<file path="config.mk">
export PLATFORM = sky130hd
export DESIGN_NAME = go_back_n_sender_window_core
export DESIGN_NICKNAME = d
export VERILOG_FILES = /design/src/gbn_pkg.sv /design/src/gbn_ram.sv /design/src/gbn_seq.sv /design/src/go_back_n_sender_window_core.sv
export SDC_FILE = /design/constraint.sdc
export NUM_CORES = 1
export LEC_CHECK = 0
export ABC_CLOCK_PERIOD_IN_PS = 7600
export BUFFER_PORTS_ARGS = -buffer_cell sky130_fd_sc_hd__buf_2
export CAP_MARGIN = 10
export CORE_MARGIN = 5
export CORE_UTILIZATION = 50
export CTS_CLUSTER_DIAMETER = 100
export DETAILED_ROUTE_END_ITERATION = 12
export GPL_TIMING_DRIVEN = 0
export PLACE_DENSITY = 0.67
export SLEW_MARGIN = 40
export SYNTH_ARGS = -nofsm -noshare
export SYNTH_HDL_FRONTEND = slang
export SYNTH_SLANG_ARGS = --single-unit
</file>
<file path="constraint.sdc">
create_clock -name clk_i -period 7.6 [get_ports clk_i]
set_input_delay 0 -clock clk_i [delete_from_list [all_inputs] [get_ports clk_i]]
set_output_delay 0 -clock clk_i [all_outputs]
set_load 0.01 [all_outputs]
</file>
<file path="src/gbn_pkg.sv">
package gbn_pkg;

  localparam int unsigned SEQ_W      = 32;
  localparam int unsigned LEN_W      = 11;
  localparam int unsigned WIN_W      = 16;
  localparam int unsigned FREED_W    = 6;
  localparam int unsigned CMD_W      = 2;
  localparam int unsigned CFG_IDX_W  = 1;
  localparam int unsigned CFG_DATA_W = 32;

  localparam logic [WIN_W-1:0] WINDOW_RESET    = 16'd40000;
  localparam logic [SEQ_W-1:0] START_SEQ_RESET = 32'd0;

  // configuration register indexes
  localparam logic [CFG_IDX_W-1:0] CFG_WINDOW_BYTES = 1'b0;
  localparam logic [CFG_IDX_W-1:0] CFG_START_SEQ    = 1'b1;

  typedef enum logic [CMD_W-1:0] {
    CMD_OFFER   = 2'd0,
    CMD_ACK     = 2'd1,
    CMD_TIMEOUT = 2'd2
  } cmd_e;

  typedef enum logic [2:0] {
    KIND_SEND      = 3'd0,
    KIND_REFUSED   = 3'd1,
    KIND_ACK_OK    = 3'd2,
    KIND_ACK_IGNORE = 3'd3,
    KIND_RETX      = 3'd4
  } kind_e;

  typedef struct packed {
    logic [CMD_W-1:0] cmd;
    logic [LEN_W-1:0] seg_len;
    logic [SEQ_W-1:0] ack_num;
  } in_t;

  typedef struct packed {
    kind_e              kind;
    logic [SEQ_W-1:0]   seq_out;
    logic [LEN_W-1:0]   len_out;
    logic [SEQ_W-1:0]   acked_to;
    logic [FREED_W-1:0] freed;
    logic               last;
  } out_t;

  // microprogram steps
  typedef enum logic [2:0] {
    S_IDLE     = 3'd0,
    S_OFFER    = 3'd1,
    S_ACK_SUB  = 3'd2,
    S_ACK_CHK  = 3'd3,
    S_ACK_LOOP = 3'd4,
    S_TO_INIT  = 3'd5,
    S_TO_LOOP  = 3'd6
  } step_e;

  // datapath operations driven by the control word
  typedef enum logic [2:0] {
    OP_NOP      = 3'd0,
    OP_OFFER    = 3'd1,
    OP_ACK_SUB  = 3'd2,
    OP_ACK_CHK  = 3'd3,
    OP_ACK_FREE = 3'd4,
    OP_TO_INIT  = 3'd5,
    OP_TO_EMIT  = 3'd6
  } op_e;

  // jump conditions
  typedef enum logic [2:0] {
    J_NEVER     = 3'd0,
    J_ALWAYS    = 3'd1,
    J_DISPATCH  = 3'd2,
    J_ACK_BAD   = 3'd3,
    J_FREE_DONE = 3'd4,
    J_Q_EMPTY   = 3'd5,
    J_LAST      = 3'd6
  } jcond_e;

  typedef struct packed {
    op_e    op;
    jcond_e cond;
    step_e  target;
    step_e  next;
  } ctrl_t;

  typedef struct packed {
    logic ack_bad;
    logic free_done;
    logic q_empty;
    logic last_iter;
  } cond_t;

  // control store
  function automatic ctrl_t ucode(step_e s);
    ctrl_t w;
    case (s)
      S_IDLE:     w = '{OP_NOP,      J_DISPATCH,  S_IDLE, S_IDLE};
      S_OFFER:    w = '{OP_OFFER,    J_ALWAYS,    S_IDLE, S_IDLE};
      S_ACK_SUB:  w = '{OP_ACK_SUB,  J_NEVER,     S_IDLE, S_ACK_CHK};
      S_ACK_CHK:  w = '{OP_ACK_CHK,  J_ACK_BAD,   S_IDLE, S_ACK_LOOP};
      S_ACK_LOOP: w = '{OP_ACK_FREE, J_FREE_DONE, S_IDLE, S_ACK_LOOP};
      S_TO_INIT:  w = '{OP_TO_INIT,  J_Q_EMPTY,   S_IDLE, S_TO_LOOP};
      S_TO_LOOP:  w = '{OP_TO_EMIT,  J_LAST,      S_IDLE, S_TO_LOOP};
      default:    w = '{OP_NOP,      J_ALWAYS,    S_IDLE, S_IDLE};
    endcase
    return w;
  endfunction

endpackage

</file>
<file path="src/gbn_ram.sv">
module gbn_ram #(
  parameter int unsigned WIDTH = 11,
  parameter int unsigned DEPTH = 32,
  localparam int unsigned AW = (DEPTH > 1) ? $clog2(DEPTH) : 1
) (
  input  logic             clk_i,
  input  logic             we_i,
  input  logic [AW-1:0]    waddr_i,
  input  logic [WIDTH-1:0] wdata_i,
  input  logic [AW-1:0]    raddr_i,
  output logic [WIDTH-1:0] rdata_o
);

  logic [WIDTH-1:0] mem_q [DEPTH];
  logic [WIDTH-1:0] rdata_q;

  always_ff @(posedge clk_i) begin
    if (we_i) begin
      mem_q[waddr_i] <= wdata_i;
    end
    rdata_q <= mem_q[raddr_i];
  end

  assign rdata_o = rdata_q;

endmodule

</file>
<file path="src/gbn_seq.sv">
module gbn_seq (
  input  logic                       clk_i,
  input  logic                       rst_ni,
  input  logic                       start_i,
  input  logic [gbn_pkg::CMD_W-1:0]  cmd_i,
  input  gbn_pkg::cond_t             cond_i,
  output gbn_pkg::op_e               op_o,
  output logic                       busy_o
);

  gbn_pkg::step_e step_q, step_d;
  gbn_pkg::ctrl_t ctrl;
  logic           take;

  assign ctrl = gbn_pkg::ucode(step_q);

  // next step
  always_comb begin
    take = 1'b0;
    step_d = ctrl.next;
    case (ctrl.cond)
      gbn_pkg::J_NEVER:     take = 1'b0;
      gbn_pkg::J_ALWAYS:    take = 1'b1;
      gbn_pkg::J_ACK_BAD:   take = cond_i.ack_bad;
      gbn_pkg::J_FREE_DONE: take = cond_i.free_done;
      gbn_pkg::J_Q_EMPTY:   take = cond_i.q_empty;
      gbn_pkg::J_LAST:      take = cond_i.last_iter;
      gbn_pkg::J_DISPATCH: begin
        if (start_i) begin
          case (cmd_i)
            gbn_pkg::CMD_OFFER:   step_d = gbn_pkg::S_OFFER;
            gbn_pkg::CMD_ACK:     step_d = gbn_pkg::S_ACK_SUB;
            gbn_pkg::CMD_TIMEOUT: step_d = gbn_pkg::S_TO_INIT;
            default:              step_d = gbn_pkg::S_IDLE;
          endcase
        end
      end
      default:              take = 1'b1;
    endcase
    if (take) begin
      step_d = ctrl.target;
    end
  end

  // outputs
  always_comb begin
    op_o   = ctrl.op;
    busy_o = (step_q != gbn_pkg::S_IDLE);
  end

  always_ff @(posedge clk_i or negedge rst_ni) begin
    if (!rst_ni) begin
      step_q <= gbn_pkg::S_IDLE;
    end else begin
      step_q <= step_d;
    end
  end

endmodule

</file>
<file path="src/go_back_n_sender_window_core.sv">
// channel   direction  handshake                   payload
// command   in         start_i && !busy_o          req_i (in_t: cmd, seg_len, ack_num)
// result    out        res_strobe_o, one cycle     res_o (out_t)
// config    in         cfg_valid_i && cfg_ready_o  cfg_index_i, cfg_data_i
//
// an offer holds busy for its S_OFFER step, then the next command can be accepted
// an ack: SUB, CHK, then LOOP, one queue read per freed segment; ignored ends at CHK
// a timeout: TO_INIT, a TO_LOOP result per queued segment, on consecutive cycles
// the single read port of the length queue sets the per-segment pace
// reset clears both edges to the start sequence and empties the queue
// results cannot be stalled; each is shown for exactly one cycle
module go_back_n_sender_window_core #(
  parameter int unsigned QUEUE_DEPTH = 32,
  parameter int unsigned MAX_SEG     = 2000
) (
  input  logic                               clk_i,
  input  logic                               rst_ni,
  input  logic                               start_i,
  output logic                               busy_o,
  input  gbn_pkg::in_t                       req_i,
  output logic                               res_strobe_o,
  output gbn_pkg::out_t                      res_o,
  input  logic                               cfg_valid_i,
  output logic                               cfg_ready_o,
  input  logic [gbn_pkg::CFG_IDX_W-1:0]      cfg_index_i,
  input  logic [gbn_pkg::CFG_DATA_W-1:0]     cfg_data_i
);

  localparam int unsigned AW = (QUEUE_DEPTH > 1) ? $clog2(QUEUE_DEPTH) : 1;
  localparam int unsigned CW = $clog2(QUEUE_DEPTH + 1);
  localparam int unsigned SW = gbn_pkg::SEQ_W;
  localparam int unsigned LW = gbn_pkg::LEN_W;

  // connection state
  logic [SW-1:0]                ack_edge_q, ack_edge_d;
  logic [SW-1:0]                send_edge_q, send_edge_d;
  logic [AW-1:0]                head_q, head_d;
  logic [CW-1:0]                count_q, count_d;
  logic [gbn_pkg::WIN_W-1:0]    window_q, window_d;
  logic [SW-1:0]                start_seq_q, start_seq_d;

  // working registers of the sequencer datapath
  logic [SW-1:0]                dist_q, dist_d;
  logic [SW-1:0]                span_q, span_d;
  logic [AW-1:0]                ptr_q, ptr_d;
  logic [CW-1:0]                iter_q, iter_d;
  logic [SW-1:0]                seq_q, seq_d;
  logic [CW-1:0]                freed_q, freed_d;
  gbn_pkg::in_t                 req_q, req_d;

  // result register
  gbn_pkg::out_t                res_q, res_d;
  logic                         strobe_q, strobe_d;

  // length queue port
  logic                         ram_we;
  logic [AW-1:0]                ram_waddr;
  logic [AW-1:0]                ram_raddr;
  logic [LW-1:0]                ram_rdata;

  gbn_pkg::op_e                 op;
  gbn_pkg::cond_t               cond;
  logic                         accept;

  logic [AW-1:0]                head_inc;
  logic [AW-1:0]                ptr_inc;
  logic [CW:0]                  wsum;
  logic [CW:0]                  wsum_wrap;
  logic [SW-1:0]                inflight;
  logic [SW-1:0]                rd_len;
  logic                         offer_ok;
  logic [CW+gbn_pkg::FREED_W-1:0] freed_wide;

  assign accept      = start_i && !busy_o;
  assign cfg_ready_o = 1'b1;

  gbn_seq u_seq (
    .clk_i  (clk_i),
    .rst_ni (rst_ni),
    .start_i(start_i),
    .cmd_i  (req_i.cmd),
    .cond_i (cond),
    .op_o   (op),
    .busy_o (busy_o)
  );

  gbn_ram #(
    .WIDTH(LW),
    .DEPTH(QUEUE_DEPTH)
  ) u_len_queue (
    .clk_i  (clk_i),
    .we_i   (ram_we),
    .waddr_i(ram_waddr),
    .wdata_i(req_q.seg_len),
    .raddr_i(ram_raddr),
    .rdata_o(ram_rdata)
  );

  // circular pointer steps
  assign head_inc = (head_q == AW'(QUEUE_DEPTH - 1)) ? '0 : head_q + AW'(1);
  assign ptr_inc  = (ptr_q  == AW'(QUEUE_DEPTH - 1)) ? '0 : ptr_q  + AW'(1);

  // tail slot: head + count stays below twice the depth, one subtract wraps it
  assign wsum      = {{(CW + 1 - AW){1'b0}}, head_q} + {1'b0, count_q};
  assign wsum_wrap = (wsum >= (CW + 1)'(QUEUE_DEPTH)) ? wsum - (CW + 1)'(QUEUE_DEPTH) : wsum;
  assign ram_waddr = wsum_wrap[AW-1:0];

  assign inflight = send_edge_q - ack_edge_q;
  assign rd_len   = {{(SW - LW){1'b0}}, ram_rdata};

  assign offer_ok = (req_q.seg_len != '0) &&
                    (req_q.seg_len <= LW'(MAX_SEG)) &&
                    (inflight < {{(SW - gbn_pkg::WIN_W){1'b0}}, window_q}) &&
                    (count_q < CW'(QUEUE_DEPTH));

  assign freed_wide = {{gbn_pkg::FREED_W{1'b0}}, freed_q};

  // branch conditions seen by the sequencer
  always_comb begin
    cond.ack_bad   = (dist_q == '0) || (dist_q > span_q);
    cond.free_done = (count_q == '0) || (rd_len > dist_q);
    cond.q_empty   = (count_q == '0);
    cond.last_iter = (iter_q == CW'(1));
  end

  // datapath under the control word
  always_comb begin
    ack_edge_d  = ack_edge_q;
    send_edge_d = send_edge_q;
    head_d      = head_q;
    count_d     = count_q;
    window_d    = window_q;
    start_seq_d = start_seq_q;
    dist_d      = dist_q;
    span_d      = span_q;
    ptr_d       = ptr_q;
    iter_d      = iter_q;
    seq_d       = seq_q;
    freed_d     = freed_q;
    req_d       = req_q;
    res_d       = res_q;
    strobe_d    = 1'b0;
    ram_we      = 1'b0;
    ram_raddr   = head_q;

    // capture the command transaction
    if (accept) begin
      req_d = req_i;
    end

    case (op)
      gbn_pkg::OP_OFFER: begin
        strobe_d       = 1'b1;
        res_d.acked_to = ack_edge_q;
        res_d.freed    = '0;
        res_d.last     = 1'b1;
        if (offer_ok) begin
          res_d.kind    = gbn_pkg::KIND_SEND;
          res_d.seq_out = send_edge_q;
          res_d.len_out = req_q.seg_len;
          ram_we        = 1'b1;
          count_d       = count_q + CW'(1);
          send_edge_d   = send_edge_q + {{(SW - LW){1'b0}}, req_q.seg_len};
        end else begin
          res_d.kind    = gbn_pkg::KIND_REFUSED;
          res_d.seq_out = '0;
          res_d.len_out = '0;
        end
      end
      gbn_pkg::OP_ACK_SUB: begin
        dist_d = req_q.ack_num - ack_edge_q;
        span_d = send_edge_q - ack_edge_q;
      end
      gbn_pkg::OP_ACK_CHK: begin
        // oldest length fetched here for the free loop
        freed_d   = '0;
        ram_raddr = head_q;
        if (cond.ack_bad) begin
          strobe_d       = 1'b1;
          res_d.kind     = gbn_pkg::KIND_ACK_IGNORE;
          res_d.seq_out  = '0;
          res_d.len_out  = '0;
          res_d.acked_to = ack_edge_q;
          res_d.freed    = '0;
          res_d.last     = 1'b1;
        end
      end
      gbn_pkg::OP_ACK_FREE: begin
        if (cond.free_done) begin
          strobe_d       = 1'b1;
          res_d.kind     = gbn_pkg::KIND_ACK_OK;
          res_d.seq_out  = '0;
          res_d.len_out  = '0;
          res_d.acked_to = ack_edge_q;
          res_d.freed    = freed_wide[gbn_pkg::FREED_W-1:0];
          res_d.last     = 1'b1;
        end else begin
          // release the head segment and fetch the next one
          dist_d     = dist_q - rd_len;
          ack_edge_d = ack_edge_q + rd_len;
          head_d     = head_inc;
          count_d    = count_q - CW'(1);
          freed_d    = freed_q + CW'(1);
          ram_raddr  = head_inc;
        end
      end
      gbn_pkg::OP_TO_INIT: begin
        ptr_d     = head_q;
        iter_d    = count_q;
        seq_d     = ack_edge_q;
        ram_raddr = head_q;
      end
      gbn_pkg::OP_TO_EMIT: begin
        strobe_d       = 1'b1;
        res_d.kind     = gbn_pkg::KIND_RETX;
        res_d.seq_out  = seq_q;
        res_d.len_out  = ram_rdata;
        res_d.acked_to = ack_edge_q;
        res_d.freed    = '0;
        res_d.last     = cond.last_iter;
        seq_d          = seq_q + rd_len;
        iter_d         = iter_q - CW'(1);
        ptr_d          = ptr_inc;
        ram_raddr      = ptr_inc;
      end
      default: begin
      end
    endcase

    // configuration transaction, start sequence restarts the connection
    if (cfg_valid_i) begin
      case (cfg_index_i)
        gbn_pkg::CFG_WINDOW_BYTES: window_d = cfg_data_i[gbn_pkg::WIN_W-1:0];
        gbn_pkg::CFG_START_SEQ: begin
          start_seq_d = cfg_data_i;
          ack_edge_d  = cfg_data_i;
          send_edge_d = cfg_data_i;
          head_d      = '0;
          count_d     = '0;
        end
        default: begin
        end
      endcase
    end
  end

  always_ff @(posedge clk_i or negedge rst_ni) begin
    if (!rst_ni) begin
      ack_edge_q  <= gbn_pkg::START_SEQ_RESET;
      send_edge_q <= gbn_pkg::START_SEQ_RESET;
      head_q      <= '0;
      count_q     <= '0;
      window_q    <= gbn_pkg::WINDOW_RESET;
      start_seq_q <= gbn_pkg::START_SEQ_RESET;
      strobe_q    <= 1'b0;
    end else begin
      ack_edge_q  <= ack_edge_d;
      send_edge_q <= send_edge_d;
      head_q      <= head_d;
      count_q     <= count_d;
      window_q    <= window_d;
      start_seq_q <= start_seq_d;
      strobe_q    <= strobe_d;
    end
  end

  // working and result payload, no reset needed
  always_ff @(posedge clk_i) begin
    dist_q  <= dist_d;
    span_q  <= span_d;
    ptr_q   <= ptr_d;
    iter_q  <= iter_d;
    seq_q   <= seq_d;
    freed_q <= freed_d;
    req_q   <= req_d;
    res_q   <= res_d;
  end

  assign res_strobe_o = strobe_q;
  assign res_o        = res_q;

endmodule

</file>
==> metrics.yaml <==
status:
  outcome: "finished clean"
logic_synthesis:
  synth_common_cells: "593 x edfxtp_1, 431 x nand2_1, 198 x nor2_1, 182 x a21oi_1, 166 x ha_1"
  ys_seq_area_share_pct: 57.9
  yosysMostFrequentCell: "edfxtp_1"
  synth_area_mm2: 0.0352
  synth_area_leaders: "edfxtp_1 51%, dfrtp_1 6.4%, ha_1 5.9%"
  syn_avg_cell_area_um2: 11.3
  syn_inst: 3109
  synth-edff-count: 593
  ys_ff_latch: 699
  ys_warn_count: 0
  synth_top_area_share_pct: 50.5
  synthFlopType: "edfxtp_1"
  syn_nets: 3364
  synth_top_area_cell: "edfxtp_1"
  synthArstFlopShare_pct: 13.6
  yosysUniqueCellTypes: 84
routing:
  num_vias: 26900
  viasPerCell: 6.00
  antenna_left: 0
  first_pass_iters: 7
  drc: 0
  drt_iter0_markers: 2437
  routed_wl_um: 110000
  wl_per_cell_um: 24.5
clocking:
  numCtsBuffers: 76
  clk_path_buf_depth: 3
  clkLatencyLatePin_ns: 0.64
  cts_setup_buffers: 0
  cts.clk_slew.worst_paths_ns: 0.06
  htreeDepth: 3
  clockRootBuffer: "clkbuf_16"
  cts_sinks: 699
  cts_tree: "done"
power:
  combPwrFrac_pct: 47.5
  seq_power_share_pct: 31.5
  p_sw_mw: 8.07
  power_density_mw_per_mm2: 451
  ir_worst_vdd_v: 0.000290
  leakage_nw: 16.1
  internal_power_mw: 10.7
  pwr-share-clk_pct: 21.0
  switching_share_pct: 42.9
  power_mw: 18.8
critical_path:
  cp_data_required_time_ns: 7.86
  startpoint_type: "register"
  critPathKind: "register to register"
  critPathMaxFanout: 11
  crit_arrival_ns: 7.54
  critPathCaptureType: "register"
sta:
  min_period_ns: 7.27
  rsz0062_at_grt: "no"
  holdWs_ns: 0.0243
  hold_viol: 0
  setup_viol: 0
  clock_skew_ns: 0.0466
  period_share_pct: 95.7
  slew_viol_final: 0
  max_slew_margin_pct: 22.7
  clock.fmax_mhz: 138
  worstMarginPinSlew_ns: 1.16
floorplan:
  die_w_um: 275
  dieHeight_um: 275
  dieArea_mm2: 0.0759
  core_mm2: 0.0699
  num_rows: 97
  ios: 170
  start_util_pct: 50.4
cells_and_area:
  fill_cells: 5744
  finalCoreUtilization_pct: 59.6
  syn2layout_area_growth_pct: 18.3
  antennaDiodeCount: 0
  drive_gt1_share_pct: 12.0
  nets: 3739
  final_cells: 4487
  final_area_mm2: 0.0417
place:
  hpwl_um: 82000
  post-place-cells: 4259
  portBuffers: 168
  gp_congestion: 0.929
  placed_cell_area_mm2: 0.0380
flow_run:
  cap_violations: 0
global_route:
  grt_max_degree: 75
  first_global_vias: 26400
  grt_overflow: 0
  antenna_found_initial: 2
  grt_pass1_wl_um: 161000
  grt_usage_pct: 28.1
min_path:
  hp-class: "input pin to register"
[routing by layer]
layer | track usage (%) | share of wire, % | vias to the layer above | routed length [um]
met4 | 16.6 | 7.1 | 0 | 7790
met2 | 48.2 | 49 | 1163 | 53800
met3 | 3.41 | 5.6 | 337 | 6210
met1 | 34.1 | 38 | 13200 | 42300
met5 | 0 | 0 | - | 0
li1 | - | - | 12300 | -
[path summary, 6_finish.rpt]
check                          startpoint                       end  slack [ns]  cells after the start
max reg2reg                 ack_edge_q[1]  u_len_queue.mem_q[12][9]        0.33                     19
min in group asynchronous          rst_ni           u_seq.step_q[0]        0.46                      4
max in group asynchronous          rst_ni                count_q[4]        6.71                      4
min                           cfg_index_i               window_q[6]        0.02                      4
max                         ack_edge_q[1]  u_len_queue.mem_q[12][9]        0.33                     19
min reg2reg                ack_edge_q[15]                 res_o[22]        0.54                      0
[registers in the layout (all words and copies together), names as in the netlist]
name	flops
window_q	16
req_q	43
freed_q	6
res_strobe_o	1
u_len_queue.rdata_o	11
u_len_queue.mem_q	352
span_q	32
dist_q	32
ptr_q	5
head_q	5
count_q	6
u_seq.step_q	3
iter_q	6
seq_q	32
ack_edge_q	32
res_o	85
send_edge_q	32
[through the flow]
step | setup WS, ns | setup TNS, ns
after floorplan | 0.802 | 0
after global placement | -1.71 | -199.91
after detailed placement | 0.0575 | 0
after CTS | 0.0146 | 0
after global routing | 0.0671 | 0
final | 0.328 | 0
[placed cells by master (no fill, tap or decap), types with 76 or more instances in the layout]
cell type,instances
edfxtp_1,593
clkbuf_1,121
nand3_1,88
nor2_1,164
inv_1,150
dlygate4sd3_1,86
nand2_1,431
buf_2,175
dfrtp_1,90
xnor2_1,98
o21ai_0,163
clkbuf_16,76
mux2i_1,81
ha_1,166
a21oi_1,182
[power groups by stage]
stage / clock [mW] / sequential [mW] / combinational (mW)
after global placement: 0 / 6.17 / 8.09
after detailed placement: 0 / 5.98 / 8.69
after floorplan: 0 / 5.95 / 5.57
after CTS: 4.01 / 5.91 / 8.79
after global routing: 4.18 / 5.97 / 9.67
final: 3.96 / 5.92 / 8.93
[repair_timing]
item	CTS	global route
gates resized for setup	0	16
hold buffers	87	0
endpoints found under the setup margin	0	391
endpoints found under the hold margin	222	0
[worst max-delay path, cell delays in order, from the launching register on]
cell and delay (ns):
dfrtp_1 0.64, inv_1 0.35, fa_1 0.54, a21o_1 0.22, a221oi_2 0.40, o21ai_1 0.25, a21oi_1 0.22, xnor2_1 0.15
ha_1 0.21, a211oi_1 0.24, nor2_1 0.09, nor4_2 0.45, o311ai_0 0.34, nor3_1 0.25, nand4bb_1 0.23, nor4_4 0.59
nand2_1 0.27, or3_1 0.42, clkbuf_1 0.38, nor2_2 0.63
[layout make-up]
type	count	area (um2)	share of cell area [%]
multi-input cells	2123	14000	33.5
clock inverters	54	743	1.78
repair buffers	297	2320	5.56
flip-flops and latches	699	20400	49.0
well taps	940	1180	2.82
plain buffers	137	543	1.30
clock buffers	87	1950	4.69
inverters	150	563	1.35
[kinds of logic (layout without fill, tap and decap cells)]
group	count (synthesis)	in the layout	share of synthesized area, %
other	1	1	0.0106
AO/OA/AOI/OAI	719	719	13.3
adder cells (fa/ha/maj)	173	173	6.29
AND/OR/NAND/NOR	987	987	13.0
buffers and inverters	287	725	3.12
flip-flops	699	699	57.9
multiplexers	83	83	2.36
XOR/XNOR	160	160	3.98
(Power assumes the default switching activity.)
